**src/rtl/lpmr_pkg.sv**
```systemverilog
// Shared types and constants of the length-prefixed message ring.
`default_nettype none
package lpmr_pkg;

   localparam int SIZE_W = 13;
   localparam int LEN_W  = 12;
   localparam int CNT_W  = 11;
   localparam int BYTE_W = 8;
   localparam int REQ_W  = 2;
   localparam int STAT_W = 3;

   localparam int HEADER_BYTES = 4;

   localparam logic [REQ_W-1:0] REQ_PUT_HDR  = 2'd0;
   localparam logic [REQ_W-1:0] REQ_PUT_BYTE = 2'd1;
   localparam logic [REQ_W-1:0] REQ_GET      = 2'd2;

   localparam logic CSR_RING_SIZE = 1'b0;
   localparam logic CSR_READ_ONLY = 1'b1;

   localparam logic [SIZE_W-1:0] RESET_RING_SIZE = 13'd4096;
   localparam logic [SIZE_W-1:0] MIN_RING_SIZE   = 13'd16;

   typedef enum logic [STAT_W-1:0] {
      STAT_OK        = 3'd0,
      STAT_NO_ROOM   = 3'd1,
      STAT_TOO_LONG  = 3'd2,
      STAT_READ_ONLY = 3'd3,
      STAT_EMPTY     = 3'd4,
      STAT_BUF_SMALL = 3'd5,
      STAT_SEQ_ERR   = 3'd6
   } status_type;

   typedef enum logic [1:0] {
      ST_IDLE,
      ST_PUT_HDR,
      ST_GET_HDR,
      ST_GET_CHECK
   } state_type;

   // Configuration as seen by the sequencer
   typedef struct packed {
      logic [SIZE_W-1:0] size;
      logic              read_only;
      logic              clear;
   } cfg_type;

endpackage
`default_nettype wire

```
**src/rtl/lpmr_ctrl.sv**
```systemverilog
// Sequencer of the message ring: pointers, counts, header walk and result registers.
`default_nettype none
module lpmr_ctrl #(
   parameter int AW = 12
) (
   input  wire logic                        clock,
   input  wire logic                        reset,
   input  wire lpmr_pkg::cfg_type           cfg,
   input  wire logic                        start,
   output logic                             busy,
   input  wire logic [lpmr_pkg::REQ_W-1:0]  req_type,
   input  wire logic [lpmr_pkg::LEN_W-1:0]  req_msg_len,
   input  wire logic [lpmr_pkg::BYTE_W-1:0] req_data_byte,
   input  wire logic [lpmr_pkg::SIZE_W-1:0] req_buf_size,
   output logic                             rsp_strobe,
   output logic [lpmr_pkg::STAT_W-1:0]      rsp_status,
   output logic [lpmr_pkg::BYTE_W-1:0]      rsp_out_byte,
   output logic                             rsp_byte_valid,
   output logic [lpmr_pkg::LEN_W-1:0]       rsp_out_len,
   output logic                             rsp_last,
   output logic [lpmr_pkg::SIZE_W-1:0]      rsp_free_bytes,
   output logic                             ram_we,
   output logic [AW-1:0]                    ram_waddr,
   output logic [lpmr_pkg::BYTE_W-1:0]      ram_wdata,
   output logic                             ram_re,
   output logic [AW-1:0]                    ram_raddr,
   input  wire logic [lpmr_pkg::BYTE_W-1:0] ram_rdata
);
   import lpmr_pkg::*;

   localparam int CW = ((AW > SIZE_W) ? AW : SIZE_W) + 1;
   localparam logic [SIZE_W-1:0] HDR_SZ = SIZE_W'(HEADER_BYTES);

   function automatic logic [AW-1:0] adv(input logic [AW-1:0] p, input logic [SIZE_W-1:0] sz);
      logic [CW-1:0] n;
      n = CW'(p) + CW'(1);
      return (n >= CW'(sz)) ? '0 : AW'(n);
   endfunction

   state_type         state_ff, state_in;
   logic [1:0]        step_ff, step_in;
   logic [AW-1:0]     rd_ptr_ff, rd_ptr_in;
   logic [AW-1:0]     wr_ptr_ff, wr_ptr_in;
   logic [AW-1:0]     scan_ff, scan_in;
   logic [SIZE_W-1:0] free_ff, free_in;
   logic [CNT_W-1:0]  msg_cnt_ff, msg_cnt_in;
   logic [LEN_W-1:0]  put_rem_ff, put_rem_in;
   logic [LEN_W-1:0]  put_len_ff, put_len_in;
   logic [LEN_W-1:0]  get_rem_ff, get_rem_in;
   logic [LEN_W-1:0]  get_len_ff, get_len_in;
   logic [LEN_W-1:0]  hdr_len_ff, hdr_len_in;
   logic [SIZE_W-1:0] bsize_ff, bsize_in;
   logic              rsp_strobe_ff, rsp_strobe_in;
   status_type        rsp_status_ff, rsp_status_in;
   logic [LEN_W-1:0]  rsp_len_ff, rsp_len_in;
   logic              rsp_last_ff, rsp_last_in;
   logic              rsp_ram_ff, rsp_ram_in;

   logic              accept;
   logic [SIZE_W-1:0] need;
   logic              put_ok;
   logic              get_new;

   assign busy    = (state_ff != ST_IDLE) || cfg.clear;
   assign accept  = start && !busy;
   assign need    = HDR_SZ + {1'b0, req_msg_len};
   assign put_ok  = (put_rem_ff == '0) && !cfg.read_only && (need <= cfg.size)
                    && (free_ff >= need);
   assign get_new = (get_rem_ff == '0) && (msg_cnt_ff != '0);

   // Next state
   always_comb begin
      state_in = state_ff;
      case (state_ff)
         ST_IDLE: begin
            if (accept && (req_type == REQ_PUT_HDR) && put_ok) begin
               state_in = ST_PUT_HDR;
            end else if (accept && (req_type == REQ_GET) && get_new) begin
               state_in = ST_GET_HDR;
            end
         end
         ST_PUT_HDR: begin
            if (step_ff == 2'd3) begin
               state_in = ST_IDLE;
            end
         end
         ST_GET_HDR: begin
            if (step_ff == 2'd2) begin
               state_in = ST_GET_CHECK;
            end
         end
         ST_GET_CHECK: state_in = ST_IDLE;
         default:      state_in = ST_IDLE;
      endcase
      if (cfg.clear) begin
         state_in = ST_IDLE;
      end
   end

   // Datapath and outputs
   always_comb begin
      step_in       = step_ff;
      rd_ptr_in     = rd_ptr_ff;
      wr_ptr_in     = wr_ptr_ff;
      scan_in       = scan_ff;
      free_in       = free_ff;
      msg_cnt_in    = msg_cnt_ff;
      put_rem_in    = put_rem_ff;
      put_len_in    = put_len_ff;
      get_rem_in    = get_rem_ff;
      get_len_in    = get_len_ff;
      hdr_len_in    = hdr_len_ff;
      bsize_in      = bsize_ff;
      rsp_strobe_in = 1'b0;
      rsp_status_in = rsp_status_ff;
      rsp_len_in    = rsp_len_ff;
      rsp_last_in   = rsp_last_ff;
      rsp_ram_in    = rsp_ram_ff;
      ram_we        = 1'b0;
      ram_waddr     = wr_ptr_ff;
      ram_wdata     = '0;
      ram_re        = 1'b0;
      ram_raddr     = rd_ptr_ff;

      if (cfg.clear) begin
         rd_ptr_in  = '0;
         wr_ptr_in  = '0;
         free_in    = cfg.size;
         msg_cnt_in = '0;
         put_rem_in = '0;
         put_len_in = '0;
         get_rem_in = '0;
         get_len_in = '0;
      end else begin
         case (state_ff)
            ST_IDLE: begin
               if (accept) begin
                  rsp_strobe_in = 1'b1;
                  rsp_status_in = STAT_OK;
                  rsp_len_in    = '0;
                  rsp_last_in   = 1'b0;
                  rsp_ram_in    = 1'b0;
                  case (req_type)
                     REQ_PUT_HDR: begin
                        if (put_rem_ff != '0) begin
                           rsp_status_in = STAT_SEQ_ERR;
                        end else begin
                           rsp_len_in = req_msg_len;
                           if (cfg.read_only) begin
                              rsp_status_in = STAT_READ_ONLY;
                           end else if (need > cfg.size) begin
                              rsp_status_in = STAT_TOO_LONG;
                           end else if (free_ff < need) begin
                              rsp_status_in = STAT_NO_ROOM;
                           end else begin
                              // reserve now, write the header beats next
                              rsp_strobe_in = 1'b0;
                              free_in       = free_ff - need;
                              put_len_in    = req_msg_len;
                              put_rem_in    = req_msg_len;
                              hdr_len_in    = req_msg_len;
                              step_in       = '0;
                              if (req_msg_len == '0) begin
                                 msg_cnt_in  = msg_cnt_ff + CNT_W'(1);
                                 rsp_last_in = 1'b1;
                              end
                           end
                        end
                     end
                     REQ_PUT_BYTE: begin
                        if (put_rem_ff == '0) begin
                           rsp_status_in = STAT_SEQ_ERR;
                        end else begin
                           ram_we     = 1'b1;
                           ram_wdata  = req_data_byte;
                           wr_ptr_in  = adv(wr_ptr_ff, cfg.size);
                           put_rem_in = put_rem_ff - LEN_W'(1);
                           rsp_len_in = put_len_ff;
                           if (put_rem_ff == LEN_W'(1)) begin
                              msg_cnt_in  = msg_cnt_ff + CNT_W'(1);
                              rsp_last_in = 1'b1;
                           end
                        end
                     end
                     REQ_GET: begin
                        if (get_rem_ff != '0) begin
                           ram_re     = 1'b1;
                           rd_ptr_in  = adv(rd_ptr_ff, cfg.size);
                           get_rem_in = get_rem_ff - LEN_W'(1);
                           rsp_len_in = get_len_ff;
                           rsp_ram_in = 1'b1;
                           if (get_rem_ff == LEN_W'(1)) begin
                              msg_cnt_in  = msg_cnt_ff - CNT_W'(1);
                              free_in     = free_ff + HDR_SZ + {1'b0, get_len_ff};
                              get_len_in  = '0;
                              rsp_last_in = 1'b1;
                           end
                        end else if (msg_cnt_ff == '0) begin
                           rsp_status_in = STAT_EMPTY;
                        end else begin
                           // fetch header byte 0, walk the rest with the scan pointer
                           rsp_strobe_in = 1'b0;
                           ram_re        = 1'b1;
                           scan_in       = adv(rd_ptr_ff, cfg.size);
                           bsize_in      = req_buf_size;
                           step_in       = '0;
                        end
                     end
                     default: rsp_status_in = STAT_SEQ_ERR;
                  endcase
               end
            end
            ST_PUT_HDR: begin
               ram_we    = 1'b1;
               wr_ptr_in = adv(wr_ptr_ff, cfg.size);
               step_in   = step_ff + 2'd1;
               case (step_ff)
                  2'd0:    ram_wdata = hdr_len_ff[7:0];
                  2'd1:    ram_wdata = {4'd0, hdr_len_ff[11:8]};
                  default: ram_wdata = '0;
               endcase
               if (step_ff == 2'd3) begin
                  rsp_strobe_in = 1'b1;
               end
            end
            ST_GET_HDR: begin
               scan_in = adv(scan_ff, cfg.size);
               step_in = step_ff + 2'd1;
               case (step_ff)
                  2'd0: begin
                     hdr_len_in[7:0] = ram_rdata;
                     ram_re          = 1'b1;
                     ram_raddr       = scan_ff;
                  end
                  2'd1:    hdr_len_in[11:8] = ram_rdata[3:0];
                  default: ;
               endcase
            end
            ST_GET_CHECK: begin
               rsp_strobe_in = 1'b1;
               rsp_status_in = STAT_OK;
               rsp_len_in    = hdr_len_ff;
               if (bsize_ff < {1'b0, hdr_len_ff}) begin
                  rsp_status_in = STAT_BUF_SMALL;
               end else begin
                  rd_ptr_in  = scan_ff;
                  get_len_in = hdr_len_ff;
                  if (hdr_len_ff == '0) begin
                     msg_cnt_in  = msg_cnt_ff - CNT_W'(1);
                     free_in     = free_ff + HDR_SZ;
                     get_len_in  = '0;
                     rsp_last_in = 1'b1;
                  end else begin
                     ram_re     = 1'b1;
                     ram_raddr  = scan_ff;
                     rd_ptr_in  = adv(scan_ff, cfg.size);
                     get_rem_in = hdr_len_ff - LEN_W'(1);
                     rsp_ram_in = 1'b1;
                     if (hdr_len_ff == LEN_W'(1)) begin
                        msg_cnt_in  = msg_cnt_ff - CNT_W'(1);
                        free_in     = free_ff + HDR_SZ + {1'b0, hdr_len_ff};
                        get_len_in  = '0;
                        rsp_last_in = 1'b1;
                     end
                  end
               end
            end
            default: ;
         endcase
      end
   end

   always_ff @(posedge clock) begin
      if (reset) begin
         state_ff      <= ST_IDLE;
         step_ff       <= '0;
         rd_ptr_ff     <= '0;
         wr_ptr_ff     <= '0;
         free_ff       <= '0;
         msg_cnt_ff    <= '0;
         put_rem_ff    <= '0;
         put_len_ff    <= '0;
         get_rem_ff    <= '0;
         get_len_ff    <= '0;
         rsp_strobe_ff <= 1'b0;
         rsp_ram_ff    <= 1'b0;
      end else begin
         state_ff      <= state_in;
         step_ff       <= step_in;
         rd_ptr_ff     <= rd_ptr_in;
         wr_ptr_ff     <= wr_ptr_in;
         free_ff       <= free_in;
         msg_cnt_ff    <= msg_cnt_in;
         put_rem_ff    <= put_rem_in;
         put_len_ff    <= put_len_in;
         get_rem_ff    <= get_rem_in;
         get_len_ff    <= get_len_in;
         rsp_strobe_ff <= rsp_strobe_in;
         rsp_ram_ff    <= rsp_ram_in;
      end
   end

   always_ff @(posedge clock) begin
      scan_ff       <= scan_in;
      hdr_len_ff    <= hdr_len_in;
      bsize_ff      <= bsize_in;
      rsp_status_ff <= rsp_status_in;
      rsp_len_ff    <= rsp_len_in;
      rsp_last_ff   <= rsp_last_in;
   end

   assign rsp_strobe     = rsp_strobe_ff;
   assign rsp_status     = rsp_status_ff;
   assign rsp_out_byte   = rsp_ram_ff ? ram_rdata : '0;
   assign rsp_byte_valid = rsp_ram_ff;
   assign rsp_out_len    = rsp_len_ff;
   assign rsp_last       = rsp_last_ff;
   assign rsp_free_bytes = free_ff;

endmodule
`default_nettype wire

```
**config.mk**
```make
export PLATFORM = sky130hd
export DESIGN_NAME = lpmr_ctrl
export DESIGN_NICKNAME = d
export VERILOG_FILES = /design/src/rtl/lpmr_pkg.sv /design/src/rtl/lpmr_ctrl.sv
export SDC_FILE = /design/constraint.sdc
export NUM_CORES = 1
export LEC_CHECK = 0
export ABC_CLOCK_PERIOD_IN_PS = 11850
export BUFFER_PORTS_ARGS = -buffer_cell sky130_fd_sc_hd__buf_2
export CAP_MARGIN = 20
export CORE_MARGIN = 10
export CORE_UTILIZATION = 65
export CTS_CLUSTER_DIAMETER = 150
export DETAILED_ROUTE_END_ITERATION = 6
export PLACE_DENSITY = 0.84
export SYNTH_ARGS = -nofsm -noshare
export SYNTH_HDL_FRONTEND = slang
export SYNTH_SLANG_ARGS = --single-unit
```
**constraint.sdc**
```tcl
create_clock -name clock -period 11.85 [get_ports clock]
set_input_delay 1.7775 -clock clock [delete_from_list [all_inputs] [get_ports clock]]
set_output_delay 1.7775 -clock clock [all_outputs]
set_load 0.01 [all_outputs]
```
==> impl_metrics.toml <==
[worst_setup_path]
critPathRequiredTime_ns = 10.07
worstSetupEndpointType = "output port"
crit_type = "flop to output port"
crit_top_cell = "nand2_1"
crit_fanout = 12
crit_chain = "inv_1, ha_1, nand2_1, or4_1, o32a_1, nand2_1, a22oi_1, nor2_1, a22o_1, buf_2"
cp-startpoint = "hdr_len_ff[7]$_DFFE_PP_"
cp.buffers_inverters = 2
startpoint_type = "flop"
r2r-start = "hdr_len_ff[7]$_DFFE_PP_"
cpPeakStageDelay_ns = 0.81
slowest_stage = "nor2_1"
cp.arrival_ns = 4.42
critPathTopFamily = "simple AND/OR/NAND/NOR gates"

[clock_network]
hold_buffers = 0
post_cts_buffers = 0
h-tree-depth = 4
clk_latency_ns = 0.45
path_clk_slew_ns = 0.07
clock_path_buffers = 2
cts_tree = "built"
cts_resized = 0
clock-sinks = 155
root_buffer = "clkbuf_16"
cts_buffers = 17

[layout]
n_antenna_cell = 0
area_growth_pct = 10.9
n_fill_cell = 1612
fin_area_um2 = 14100
final_layout_size_suffix_gt1_share_pct = 11.9
layout.nets = 1873

[place]
place_congestion = 1.00
dp.final_hpwl_um = 33000
port_buffers = 134
dpl_cell_area_um2 = 13500

[yosys]
syn_inst = 1602
synth_top_cells_by_count = "a21oi_1, nand2_1, nor2_1"
syn-num-nets = 1789
synth.distinct_cells = 74
synth_top_area_share_pct = 16.0
syn-mean-instance-area_um2 = 7.95
synth_most_common_cell = "a21oi_1"
synth_area_um2 = 12700
ys_seq_area_share_pct = 28.5
yosysWarnings = 0
ys.flop_type = "dfxtp_1"
synth_seq_cells = 155
async_flop_share_pct = 0
yosysTopAreaCell = "dfxtp_1"
synth-edff-count = 53
synth_area_leaders = "dfxtp_1, edfxtp_1, ha_1"

[routing]
detail_route.wl_per_cell_um = 22.7
drt-vias-per-instance = 6.82
antenna_left = 0
drcViolationCount = 22
num_vias = 13400
drtPass1Iterations = 7
drtIter0Drc = 1801
drt_wl_total_um = 44600

[floorplanning]
dieHeight_um = 160
initial_core_util_pct = 65.7
die_area_um2 = 25600
io_pins = 135
row_count = 51
die_x_um = 160
core_region_area_um2 = 19400

[power_and_ir_drop]
power_leakage_nw = 6.00
peakVddDrop_uv = 92.5
p_total_mw = 1.38
p_per_area_nw_per_um2 = 97.9

[flow_run]
maxCapViolations = 0

[timing]
slew_violations = 0
relSlewSlack_pct = 30.0
fmax_mhz = 161
tightest_slew_ns = 1.04
fin_skew_ns = 0.0108
finalCritPeriodShare_pct = 52.3
finalSetupViolCount = 0
rsz0062_at_grt = "no"
whs_ns = 0.493
finalSetupTns_ns = 0
finalCriticalPeriod_ns = 6.20
hold_viol = 0

[status]
violations = "design-rule violations"
status = "finished, violations left"

[grt]
grt_pass1_wl_um = 69200
grt_pass1_vias = 12600
antenna_found_initial = 0
overflow = 0
track_usage_pct = 33.5
grt_max_degree = 97

[worst_hold_path]
hp-class = "flop to flop"
holdCritStartpoint = "put_len_ff[7]$_SDFFE_PP0P_"
-- path summary, 6_finish.rpt --
kind                            slack (ns)  cells past startpoint                         end
worst max-delay path                  5.65                     10                ram_raddr[0]
worst min-delay path                  0.49                      2  put_len_ff[7]$_SDFFE_PP0P_
worst max register to register        7.76                     10  get_rem_ff[3]$_SDFFE_PP0P_
worst min register to register        0.49                      2  put_len_ff[7]$_SDFFE_PP0P_
-- worst register-to-register path, delay by kind of cell (launching register included) --
family / cells / cell delay (ns)
AND/OR/NAND/NOR: 5 / 1.87
AO/OA/AOI/OAI: 3 / 0.77
adder cells (fa/ha/maj): 1 / 0.35
buffers and inverters: 1 / 0.28
flip-flops: 1 / 0.74
-- report_power, final --
part	switching (mW)	internal, mW
clock network	0.275	0.284
registers	0.0146	0.557
logic	0.157	0.0961
-- final cells by class --
cell class	count	area [um2]	area share [%]
Clock buffer	17	425	3.01
Tap cell	265	332	2.35
Clock inverter	15	164	1.16
Inverter	87	327	2.31
Sequential cell	155	3630	25.7
Timing Repair Buffer	151	802	5.67
Multi-Input combinational cell	1274	8450	59.8
-- kinds of logic (layout without fill, tap and decap cells) --
group                    Yosys count  count (layout)  share of synthesized area (%)
buffers and inverters            173             270                           5.21
AO/OA/AOI/OAI                    485             485                           24.8
adder cells (fa/ha/maj)          126             126                           12.6
multiplexers                      15              15                           1.21
XOR/XNOR                          77              77                           5.29
AND/OR/NAND/NOR                  571             571                           22.4
flip-flops                       155             155                           28.5
-- stage by stage --
step / util, % / std cells / worst slack, ns
finish: 72.9 / 1964 / 5.65
global route: 72.9 / 1964 / 5.61
CTS: 72.7 / 1961 / 5.86
detailed placement: 69.7 / 1929 / 5.80
global placement: 69.7 / 1929 / 5.93
floorplan: - / 1602 / 6.43
-- cell usage in the layout (no fill, tap or decap), types with 29 or more instances in the layout --
cell type,netlist,layout
ha_1,123,122
o21ai_0,110,110
inv_1,87,87
nor2_1,127,126
nand2b_1,41,41
a21oi_1,140,140
xor2_1,35,35
nor3_1,29,29
xnor2_1,42,42
edfxtp_1,53,53
nand2_1,127,127
buf_2,6,134
dfxtp_1,102,102
nand3_1,87,87
a22o_1,29,29
-- metal layers --
layer | GRT usage [%] | routed length (um)
met5 | 0 | 0
met3 | 8.95 | 5150
met2 | 53.1 | 20000
met1 | 41.7 | 17200
met4 | 15.3 | 2220
-- sequential cells by signal, indices dropped and copies added (netlist names) --
name	cells
rsp_last	1
get_rem_ff	12
put_len_ff	12
hdr_len_ff	12
rsp_status	3
msg_cnt_ff	11
rsp_free_bytes	13
scan_ff	12
state_ff	2
get_len_ff	12
rd_ptr_ff	12
rsp_out_len	12
rsp_strobe	1
ram_waddr	12
put_rem_ff	12
rsp_byte_valid	1
bsize_ff	13
step_ff	2
(Power assumes the default switching activity.)
